## src/rtl/core/stereo_sad_disparity_defines.svh

```systemverilog
// Assertion macros shared by the stereo disparity RTL.
// Included by files that carry concurrent assertions; no other dependencies.
`ifndef STEREO_SAD_DISPARITY_DEFINES_SVH
`define STEREO_SAD_DISPARITY_DEFINES_SVH

// same-cycle implication
`define SADD_ASSERT_IMP(lbl, clk, rst, ante, cons, msg) \
   lbl: assert property (@(posedge clk) disable iff (rst) (ante) |-> (cons)) \
      else $error(msg);

// next-cycle implication
`define SADD_ASSERT_NXT(lbl, clk, rst, ante, cons, msg) \
   lbl: assert property (@(posedge clk) disable iff (rst) (ante) |=> (cons)) \
      else $error(msg);

`endif

```

## src/rtl/core/sadd_pkg.sv

```systemverilog
// Package for the stereo SAD disparity block: sizes, constants and shared types.
// No dependencies.
`default_nettype none
package sadd_pkg;
   localparam int MAX_WIDTH   = 2048;
   localparam int DISPARITIES = 128;
   localparam int WIN         = 5;
   localparam int LINES       = 4;
   localparam int RCOLS       = DISPARITIES + 4;
   localparam int PIX_W       = 8;
   localparam int CFG_W       = 12;
   localparam int X_W         = 11;
   localparam int Y_W         = 12;
   localparam int DISP_W      = 7;
   localparam int SAD_W       = 13;
   localparam int STEP_W      = $clog2(RCOLS);
   localparam int WORD_W      = 2 * LINES * PIX_W;
   localparam int WIDTH_MIN   = 8;
   localparam int WIDTH_RESET = 640;
   localparam int ROW_MAX     = 4095;
   localparam int START_MIN   = 255;
   // floor(s/25) == (s*5243)>>17 for s <= 25*255
   localparam int RECIP       = 5243;
   localparam int RECIP_SHIFT = 17;

   typedef logic [WIN-1:0][PIX_W-1:0] column_type;

   typedef struct packed {
      column_type        lcol;
      column_type        rcol;
      logic              produce;
      logic              do_match;
      logic [X_W-1:0]    cx;
      logic [Y_W-1:0]    cy;
   } col_item_type;

   typedef enum logic {
      BK_IDLE,
      BK_RUN
   } back_state_type;
endpackage
`default_nettype wire

```

## src/rtl/core/sadd_queue.sv

```systemverilog
// Two-entry queue of assembled columns between the front and back ends.
// Depends on sadd_pkg.
`default_nettype none
module sadd_queue (
   input  wire logic                   clock,
   input  wire logic                   reset,
   input  wire logic                   push_valid,
   output logic                        push_ready,
   input  sadd_pkg::col_item_type      push_item,
   output logic                        pop_valid,
   input  wire logic                   pop_ready,
   output sadd_pkg::col_item_type      pop_item
);
   sadd_pkg::col_item_type entry_ff [2];
   logic       wr_ptr_ff, wr_ptr_in;
   logic       rd_ptr_ff, rd_ptr_in;
   logic [1:0] count_ff, count_in;
   logic       push, pop;

   assign push_ready = (count_ff != 2'd2);
   assign pop_valid  = (count_ff != 2'd0);
   assign push = push_valid && push_ready;
   assign pop  = pop_valid && pop_ready;
   assign pop_item = entry_ff[rd_ptr_ff];

   always_comb begin
      wr_ptr_in = push ? !wr_ptr_ff : wr_ptr_ff;
      rd_ptr_in = pop ? !rd_ptr_ff : rd_ptr_ff;
      count_in  = count_ff + 2'(push) - 2'(pop);
   end

   always_ff @(posedge clock) begin
      if (reset) begin
         wr_ptr_ff <= 1'b0;
         rd_ptr_ff <= 1'b0;
         count_ff  <= '0;
      end else begin
         wr_ptr_ff <= wr_ptr_in;
         rd_ptr_ff <= rd_ptr_in;
         count_ff  <= count_in;
      end
   end

   always_ff @(posedge clock) begin
      if (push) begin
         entry_ff[wr_ptr_ff] <= push_item;
      end
   end
endmodule
`default_nettype wire

```

## config.mk

```make
export PLATFORM = sky130hd
export DESIGN_NAME = sadd_queue
export DESIGN_NICKNAME = d
export VERILOG_FILES = /design/src/rtl/core/stereo_sad_disparity_defines.svh /design/src/rtl/core/sadd_pkg.sv /design/src/rtl/core/sadd_queue.sv
export SDC_FILE = /design/constraint.sdc
export NUM_CORES = 1
export LEC_CHECK = 0
export ABC_AREA = 0
export BUFFER_PORTS_ARGS = -buffer_cell sky130_fd_sc_hd__clkbuf_2
export CORE_MARGIN = 2
export CORE_UTILIZATION = 47
export DETAILED_ROUTE_END_ITERATION = 6
export GPL_ROUTABILITY_DRIVEN = 0
export PLACE_DENSITY_LB_ADDON = 0.12
export SYNTH_ARGS = -nofsm -noshare
export SYNTH_HDL_FRONTEND = slang
export SYNTH_SLANG_ARGS = --single-unit
```

## constraint.sdc

```tcl
create_clock -name clock -period 3.57 [get_ports clock]
set_clock_uncertainty 0.15 [all_clocks]
set_input_delay 0.714 -clock clock [delete_from_list [all_inputs] [get_ports clock]]
set_output_delay 0.714 -clock clock [all_outputs]
set_load 0.01 [all_outputs]
```

Yosys cells after proc, flatten, opt, wreduce, memory -nomap -nowiden --
Memories as Yosys holds them, arrays and structs flattened. A register that Yosys moved wholly into a read port is not among the register bits. Index checks and enable logic that the tools add are counted.
Operators by class: add/sub/neg operators 2, multiplexer cells 4, reduce and logical (&&, ||, !) cells 5, equal/unequal tests 1
Operators with widths (count):
- two-way mux 1 bit | 4
- adder 2 x 1 -> 2 bit | 1
- logical AND 1 bit | 2
- zero test 1 bit | 2
- inequality test 2 bit (second input constant) | 1
- nonzero test 2 bit | 1
- subtractor 2 x 1 -> 2 bit | 1
Word-level totals: RAM bits 210, output and inout port bits 107, register bits 4, memories 1, input bits 109
Memory list:
- entry_ff | words 2, width 105, read ports 1, clocked after Yosys merged registers in 1, write ports 1, line sadd_queue.sv:14 | sadd_pkg::col_item_type entry_ff [2];

Logic depth before layout (Yosys ltp) --
Gate-level depths: netlist of run 1.
depth after elaboration 4, mapped depth 6, mapped depth without buffers 6

Worst setup path after synthesis of run 1 --
Ideal clock, no wire load.
kind input -> register, start point in push_valid, end point mem entry_ff[1][0] (netlist bit) (enable), cell stages on the path 1, data arrival time 3192 ps, path slack -249 ps, path through and3_1
Between the ends: cells in the longest elaborated chain, start to end 3
RTL lines:
- start: declaration | line sadd_queue.sv:7 | input wire logic push_valid,
- logical AND 1 bit | line sadd_queue.sv:22 | assign push = push_valid && push_ready;
- two-way mux 1 bit | line sadd_queue.sv:45 | if (push) begin
- two-way mux 1 bit (not written as such) | line sadd_queue.sv:46 | entry_ff[wr_ptr_ff] <= push_item;
- end: declaration | line sadd_queue.sv:14
Every way passes these cells.

==> implementation parameters, run 1 <==
Parameter                              Value

Run status
  Status    finished, final reports clean

Die
  Effective utilization at floorplan    48.4%
  Die extent in x    135 um
  Number of placed I/O pins    216
  Die area    18,300 sq um
  Placeable core area    16,700 sq um
  Row count    47
  Chip Height    135 um

Logic synthesis
  Cell count after synthesis    356
  Post-Synthesis Cell Area    8090 sq um
  Sequential fraction of the synthesis area    79.2%
  #FFs+latches synth    215
  Synth Warn #    0
  Average cell area after synthesis    22.7 sq um
  Netlist cell types    26
  Share of flip-flops with an asynchronous set or reset    0%
  Syn nets    466
  Number of enable flip-flop cells after synthesis    210
  Top FF cell, synth    edfxtp_1

Final layout
  Filler cell count    1,293
  Area of combinational cells with multiple inputs    1530 sq um
  Diodes inserted    0
  Register cell area after layout    6410 sq um
  Net total in the final layout    700
  Area growth, synth to finish    24.8%
  Post-layout instance count excluding filler cells    826
  Fraction of final layout cells sized beyond drive strength 1    60.4%

Job
  Max-cap violations    0

Worst setup path
  End of the worst register-to-register path    entry_ff[1][34]$_DFFE_PP_
  Worst reg2reg startpoint    count_ff[0]$_SDFF_PP0_
  Largest fanout of any net on the critical path    30
  Worst setup path category    flop to output pin
  Arrival time at the worst endpoint    2.09 ns
  Worst endpoint required time    2.71 ns
  Depth of the most critical reg-to-reg path    3
  Register-to-register setup slack    1.43 ns
  Nature of the critical path endpoint    output pin
  Kind of start point of the critical path    flop

Timing
  RSZ-0062 raised after global routing    no
  Highest clock frequency the design can meet    0.339 GHz
  Final Cycle Share    82.7%
  Accumulated negative setup slack    0 ns
  Number of setup violations in the final report    0
  Relative max-transition margin    59.1%
  Slew Limit Fails    0
  Worst Setup Slack, final    0.618 ns
  Worst Tran Pin Value    0.614 ns
  Final period demand of the worst path    2.95 ns
  Number of hold violations in the final report    0

Route
  Routed length per placed instance    17.5 um
  Residual antenna-violating net count after detailed routing    0
  DR DRC count    0
  Number of vias per cell    4.86
  Drt pass-1 iters    4
  Starting DRT DRC Count    187
  Detailed Route WL    14,500 um
  Via count    4,017

Clocking
  Clock latency on the worst-skew pair    0.48 ns
  Inserted Clock Buffers    22
  CTS sink cnt    215
  CTS resizes    0
  Number of buffers inserted to repair setup after CTS    0
  CTS Root Cell    clkbuf_16
  Number of buffers inserted by hold repair at cts    0
  Number of buffers between clock root and the deepest sink    3
  H-tree lvl count    1
  TritonCTS clock tree    done
  Clk pin slew, worst setup/hold paths    0.06 ns

Power
  Peak ir drop on the vdd network    0.000468 V
  Overall power consumption    0.00671 W
  Power density normalized to cell area    665 nW/um^2
  Leakage    3.92 nW

Global routing
  Number of antenna violations at the first check in global routing    0
  Maximum number of pins on one net before global-route repair    55
  Total global routing overflow    0
  Global-route wire length before repair    21,600 um
  Global routing usage summed across all routing layers    15.4%
  Number of global-route vias before repair    4,222

Min path
  Hold path endpoint    entry_ff[1][47]$_DFFE_PP_
  Worst min path class    primary input to flop
  Number of instances on the worst hold path    1
  Hold Path Origin    push_item[47]

Placed design
  Placed Cells    786
  Number of buffer cells added on primary ports    215
  Pre-CTS setup slack    1.08 ns
  Estimated wirelength of the detail-placed design    9920 um
[cell type report]
type	instances	share of cell area [%]
flip-flops and latches	215	63.5
clock buffers	26	5.82
repair buffers	222	11.6
multi-input cells	128	15.2
inverters	1	0.0620
well taps	220	2.73
clock inverters	14	1.13
[synth_stat cells (2+ instances only)]
library cell	n	area share, %
edfxtp_1	210	78
mux2_2	55	7.7
mux2_4	50	9.3
buf_12	5	1.2
buf_2	5	0.31
dfxtp_1	5	1.2
nor2_1	4	0.19
and3_1	2	0.15
nor2b_1	2	0.15
o21ai_0	2	0.12
[worst max-delay path by stage]
| stage | from | end | slack [ns] | depth (start not counted) |
|---|---|---|---|---|
| 2_1_floorplan | push_valid | entry_ff[0][0]$_DFFE_PP_ | 0.11 | 2 |
| 3_3_place_gp | flop | pop_item[1] | 1.11 | 3 |
| 3_5_place_dp | flop | pop_item[20] | 1.08 | 3 |
| 4_1_cts | flop | pop_item[20] | 0.56 | 3 |
| 5_1_grt | flop | pop_item[14] | 0.52 | 3 |
| 6_report | flop | pop_item[20] | 0.62 | 3 |
[critical path: stages, from the launching register on]
cell      delay (ns)
dfxtp_4         0.65
buf_4           0.43
mux2_2          0.38
clkbuf_2        0.13
[metal layers]
metal	part of all wire, %	GRT usage (%)
met2	47	25.4
met5	0	0
met4	3.6	6.42
met3	11	6.55
met1	39	17.8
[per-stage QoR]
step	hold WS [ns]	util, %	instance area [sq um]
floorplan	0.322	-	8090
global placement	0.340	56.2	9390
detailed placement	0.351	56.2	9390
CTS	0.241	60.4	10100
global route	0.241	60.4	10100
finish	0.262	60.4	10100
[state kept, by name (all words and copies together) (netlist names), named ones only]
register / count
wr_ptr_ff: 1
entry_ff: 210
rd_ptr_ff: 1
count_ff: 2
[power breakdown]
group	internal [W]	leakage [nW]	switching (W)	total [W]
Sequential	0.00307	2.01	0.000103	0.00317
Clock	0.00131	0.350	0.000870	0.00218
Combinational	0.000690	1.56	0.000671	0.00136
[cell families (layout without fill, tap and decap cells)]
kind of cell,Yosys count,count (layout),synth area share [%]
and+or+nand+nor,15,15,1.13
AOI/OAI and AO/OA,6,6,0.541
muxes,105,105,16.9
DFF,215,215,79.2
xor gates and xnor gates,1,1,0.108
adders and majority gates,1,1,0.155
buffers and inverters,13,263,1.92
[cells in the final DEF (no fill, tap or decap)]
| cell | netlist | routed |
|---|---|---|
| clkbuf_16 | 0 | 23 |
| a21bo_2 | 1 | 1 |
| nand3_1 | 1 | 1 |
| dfxtp_4 | 0 | 1 |
| bufinv_16 | 0 | 2 |
| o21ai_0 | 2 | 2 |
| o21ba_2 | 1 | 1 |
| mux2_4 | 50 | 50 |
| nor2_1 | 4 | 4 |
| nor3_2 | 1 | 1 |
| edfxtp_1 | 210 | 210 |
| nand2b_1 | 1 | 1 |
| or2_2 | 1 | 1 |
| clkinv_2 | 0 | 7 |
| nor4_1 | 1 | 1 |
| nand3b_1 | 1 | 1 |
| clkinv_1 | 0 | 5 |
| dfxtp_1 | 5 | 4 |
| o31a_1 | 1 | 1 |
| clkbuf_1 | 0 | 3 |
| nor2b_1 | 2 | 2 |
| buf_12 | 5 | 3 |
| and3_4 | 0 | 1 |
| mux2_2 | 55 | 55 |
| inv_4 | 0 | 1 |
| buf_4 | 0 | 4 |
| clkbuf_2 | 0 | 215 |
| and3_1 | 2 | 1 |
| ha_1 | 1 | 1 |
| a21oi_1 | 1 | 1 |
| xor2_1 | 1 | 1 |
| nor4bb_1 | 1 | 1 |
No activity file was read; power rests on OpenSTA's default activity.
==> inputs of run 2 (changes only) <==
Settings changed: ABC_AREA 0 to 1, CORE_UTILIZATION 47 to 52.
Clock period 3.57 ns to 3.1 ns, I/O delays scaled along.
==> implementation parameters, run 2 <==
Parameter                              Value

Global routing
  Maximum number of pins on one net before global-route repair    85
  Number of global-route vias before repair    4,352
  Total global routing overflow    0
  Global routing usage summed across all routing layers    16.9%
  Global-route wire length before repair    21,400 um
  Number of antenna violations at the first check in global routing    0

Placed design
  Estimated wirelength of the detail-placed design    9560 um
  DP Area    9330 sq um
  Placed Cells    763
  Number of buffer cells added on primary ports    215

Final layout
  Biggest regs    entry_ff x210, count_ff x2
  Diodes inserted    0
  Number of flip-flops in the largest register    210
  Net total in the final layout    710
  Most common cell after layout, fill and taps aside    clkbuf_2
  Post-layout instance count excluding filler cells    805
  Area growth, synth to finish    24.6%
  Layout Cell Area excl Fill    10,000 sq um
  Most flop-heavy register    entry_ff
  Commonest cells after routing, fill and taps aside    clkbuf_2 (215), edfxtp_1 (210), mux2_2 (55), mux2_4 (50), clkbuf_16 (23)
  Fraction of final layout cells sized beyond drive strength 1    58.7%

Run status
  Status    finished, final reports clean

Route
  Routed length per placed instance    17.8 um
  Via count    4,068
  DR DRC count    0
  Drt pass-1 iters    4
  Residual antenna-violating net count after detailed routing    0
  Detailed Route WL    14,300 um
  Starting DRT DRC Count    256
  Number of vias per cell    5.05

Timing
  Number of setup violations in the final report    0
  Worst Tran Pin Value    0.552 ns
  Final Cycle Share    90.8%
  Highest clock frequency the design can meet    0.355 GHz
  Worst hold slack across all endpoints    0.161 ns
  Relative max-transition margin    63.2%
  Number of hold violations in the final report    0
  Accumulated negative setup slack    0 ns
  Slew Limit Fails    0
  Final period demand of the worst path    2.81 ns
  RSZ-0062 raised after global routing    no

Logic synthesis
  #FFs+latches synth    215
  Top-area cell type share of the netlist area    78.2%
  Average cell area after synthesis    22.2 sq um
  Cells taking the most area after synthesis    edfxtp_1 (78%), mux2_4 (9.3%), mux2_2 (7.7%)
  Most numerous cell in the Yosys netlist    edfxtp_1
  Number of enable flip-flop cells after synthesis    210
  Post-Synthesis Cell Area    8060 sq um
  Sequential fraction of the synthesis area    79.5%
  Cell count after synthesis    363
  Most frequent cells after synthesis    edfxtp_1 (210), mux2_2 (55), mux2_4 (50), nor2_1 (9)
  Top FF cell, synth    edfxtp_1
  Share of flip-flops with an asynchronous set or reset    0%
  Syn nets    473
  Cell type with the largest total area after synthesis    edfxtp_1
  Synth Warn #    0
  Netlist cell types    16

Clocking
  CTS sink cnt    215
  TritonCTS clock tree    done
  H-tree lvl count    1
  Number of buffers inserted by hold repair at cts    0
  Clk pin slew, worst setup/hold paths    0.05 ns
  CTS resizes    0
  Number of buffers inserted to repair setup after CTS    0
  Number of buffers between clock root and the deepest sink    3
  Clock latency on the worst-skew pair    0.49 ns
  Inserted Clock Buffers    23
  CTS Root Cell    clkbuf_16

Worst setup path
  Arrival time at the worst endpoint    2.04 ns
  Worst endpoint required time    2.33 ns
  Nature of the critical path endpoint    output pin
  Kind of start point of the critical path    flop
  Largest fanout of any net on the critical path    30
  Worst setup path category    flop to output pin

Die
  Die extent in x    129 um
  Placeable core area    15,200 sq um
  Die area    16,500 sq um
  Row count    45
  Chip Height    129 um
  Number of placed I/O pins    216
  Effective utilization at floorplan    53.0%

Power
  Overall power consumption    0.00835 W
  Peak ir drop on the vdd network    0.000587 V
  Leakage    3.94 nW
  Power density normalized to cell area    831 nW/um^2

Min path
  Worst min path class    primary input to flop

Job
  Max-cap violations    0
[run 2: final cells by class]
cell class	count	area, sq um
clock buffers	33	613
multi-input cells	128	1490
repair buffers	224	1170
well taps	188	235
fillers	1081	5160
inverters	8	30.0
flip-flops and latches	215	6410
clock inverters	9	96.3
[run 2: where the power goes]
part	total (W)	switching, W	internal, W
Sequential	0.00384	0.000151	0.00369
Combinational	0.00194	0.000997	0.000948
Clock	0.00256	0.00102	0.00154
[run 2: per-layer routing]
metal / global-route usage, % / wire [um] / up-vias
met5: 0 / 0 / -
met4: 5.75 / 334 / 0
met3: 6.49 / 1390 / 25
met2: 29.3 / 7060 / 158
met1: 19.5 / 5510 / 1987
li1: - / - / 1898
[run 2: per-stage QoR]
step,setup slack (ns),utilization [%]
final,0.287,66.1
after global placement,0.767,61.4
after CTS,0.231,66.1
after global routing,0.166,66.1
after floorplan,-1.00,-
after detailed placement,0.766,61.4
[run 2: kinds of logic after synthesis]
group	Yosys count	share of synthesized area (%)
DFF	215	79.5
muxes	105	17.0
buffers and inverters	20	2.25
and+or+nand+nor	19	0.915
AOI/OAI and AO/OA	2	0.124
xor gates and xnor gates	1	0.109
adders and majority gates	1	0.155
[run 2: final timing paths]
path	start	end	slack, ns	cells after the start
min reg2reg	rd_ptr_ff$_SDFFE_PP0P_	rd_ptr_ff$_SDFFE_PP0P_	0.36	2
min	push_item[52]	entry_ff[1][52]$_DFFE_PP_	0.16	1
max	flop	pop_item[20]	0.29	3
max reg2reg	count_ff[0]$_SDFF_PP0_	entry_ff[1][3]$_DFFE_PP_	1.19	5
[run 2: worst max-delay path, stage by stage, from the launching register on]
cell,delay [ns]
dfxtp_4,0.65
buf_4,0.38
mux2_2,0.38
clkbuf_2,0.13
==> inputs of run 3 (changes only) <==
Settings changed: ABC_AREA 1 to default.
==> implementation parameters, run 3 (synthesized netlist as in run 1, its figures left out) <==
Parameter                              Value

Run status
  Status    finished, final reports clean

Final layout
  Filler cell count    1,058
  Most common cell after layout, fill and taps aside    clkbuf_2
  Most flop-heavy register    entry_ff
  Commonest cells after routing, fill and taps aside    clkbuf_2 (215), edfxtp_1 (210), mux2_2 (55), mux2_4 (50), clkbuf_16 (23)
  Biggest regs    entry_ff x210, count_ff x2
  Diodes inserted    0
  Final core utilization    66.3%
  Fraction of final layout cells sized beyond drive strength 1    60.5%
  Number of flip-flops in the largest register    210
  Post-layout instance count excluding filler cells    793
  Area growth, synth to finish    24.6%
  Net total in the final layout    702

Placed design
  Estimated wirelength of the detail-placed design    9200 um
  Pre-CTS setup slack    0.763 ns
  Number of buffer cells added on primary ports    215
  Placed Cells    756

Die
  Row count    45
  Placeable core area    15,200 sq um
  Die extent in x    129 um
  Effective utilization at floorplan    53.2%
  Die area    16,600 sq um
  Number of placed I/O pins    216
  Chip Height    129 um

Route
  DR DRC count    0
  Number of vias per cell    5.12
  Via count    4,064
  Routed length per placed instance    17.2 um
  Residual antenna-violating net count after detailed routing    0
  Starting DRT DRC Count    149
  Detailed Route WL    13,700 um
  Drt pass-1 iters    4

Timing
  Slew Limit Fails    0
  Worst Tran Pin Value    0.603 ns
  Relative max-transition margin    59.8%
  RSZ-0062 raised after global routing    no
  Number of hold violations in the final report    0
  Worst Setup Slack, final    0.348 ns
  Worst hold slack across all endpoints    0.171 ns
  Final period demand of the worst path    2.75 ns
  Accumulated negative setup slack    0 ns
  Final Cycle Share    88.8%
  Number of setup violations in the final report    0
  Highest clock frequency the design can meet    0.363 GHz

Min path
  Hold Path Origin    push_item[14]
  Worst min path class    primary input to flop
  Number of instances on the worst hold path    1
  Hold path endpoint    entry_ff[0][14]$_DFFE_PP_

Clocking
  H-tree lvl count    1
  Number of buffers inserted to repair setup after CTS    0
  CTS Root Cell    clkbuf_16
  Number of buffers between clock root and the deepest sink    3
  CTS resizes    0
  Number of buffers inserted by hold repair at cts    0
  CTS sink cnt    215
  Clk pin slew, worst setup/hold paths    0.06 ns
  Clock latency on the worst-skew pair    0.48 ns
  TritonCTS clock tree    done
  Inserted Clock Buffers    22

Worst setup path
  End of the worst register-to-register path    entry_ff[0][53]$_DFFE_PP_
  Arrival time at the worst endpoint    1.98 ns
  Worst endpoint required time    2.33 ns
  Worst reg2reg startpoint    count_ff[0]$_SDFF_PP0_
  Worst setup path category    flop to output pin
  Depth of the most critical reg-to-reg path    4
  Kind of start point of the critical path    flop
  Largest fanout of any net on the critical path    26
  Nature of the critical path endpoint    output pin
  Register-to-register setup slack    0.98 ns

Global routing
  Number of global-route vias before repair    4,115
  Number of antenna violations at the first check in global routing    0
  Global routing usage summed across all routing layers    16.0%
  Global-route wire length before repair    20,600 um
  Maximum number of pins on one net before global-route repair    62
  Total global routing overflow    0

Power
  Power density normalized to cell area    766 nW/um^2
  Peak ir drop on the vdd network    0.000531 V
  Leakage    3.92 nW

Job
  Max-cap violations    0
[run 3: how the worst max path moves through the flow]
stage,from,end,slack [ns]
floorplan,push_valid,entry_ff[0][0]$_DFFE_PP_,0.25
global placement,push_valid,entry_ff[0][21]$_DFFE_PP_,0.79
detailed placement,push_valid,entry_ff[0][16]$_DFFE_PP_,0.76
CTS,flop,pop_item[1],0.30
global route,flop,pop_item[1],0.25
finish,flop,pop_item[1],0.35
[run 3: critical path: stages (launching register included)]
cell	delay, ns
dfxtp_4	0.65
buf_4	0.34
mux2_2	0.36
clkbuf_2	0.13
[run 3: area by class of cell]
type / count / area, sq um / share of cell area [%]
clock buffers: 27 / 591 / 5.86
repair buffers: 224 / 1210 / 12.0
well taps: 188 / 235 / 2.33
multi-input cells: 128 / 1530 / 15.2
flip-flops and latches: 215 / 6410 / 63.6
inverters: 1 / 7.51 / 0.0745
clock inverters: 10 / 96.3 / 0.956
[run 3: metal layers]
layer,global-route usage [%],share of wire [%],up-vias
li1,-,-,1892
met1,19.1,40,1988
met2,27.0,48,160
met3,6.28,9.6,24
met4,4.99,2.1,0
met5,0,0,-
[run 3: through the flow]
stage / power, W / cell area (sq um)
floorplan: 0.00478 / 8090
global placement: 0.00529 / 9390
detailed placement: 0.00532 / 9390
CTS: 0.00782 / 10100
global route: 0.00806 / 10100
finish: 0.00771 / 10100
[run 3: report_power, final]
part | leakage (nW) | switching [W] | internal, W
logic | 1.57 | 0.000762 | 0.000819
registers | 2.01 | 0.000119 | 0.00353
clock network | 0.341 | 0.000977 | 0.00151
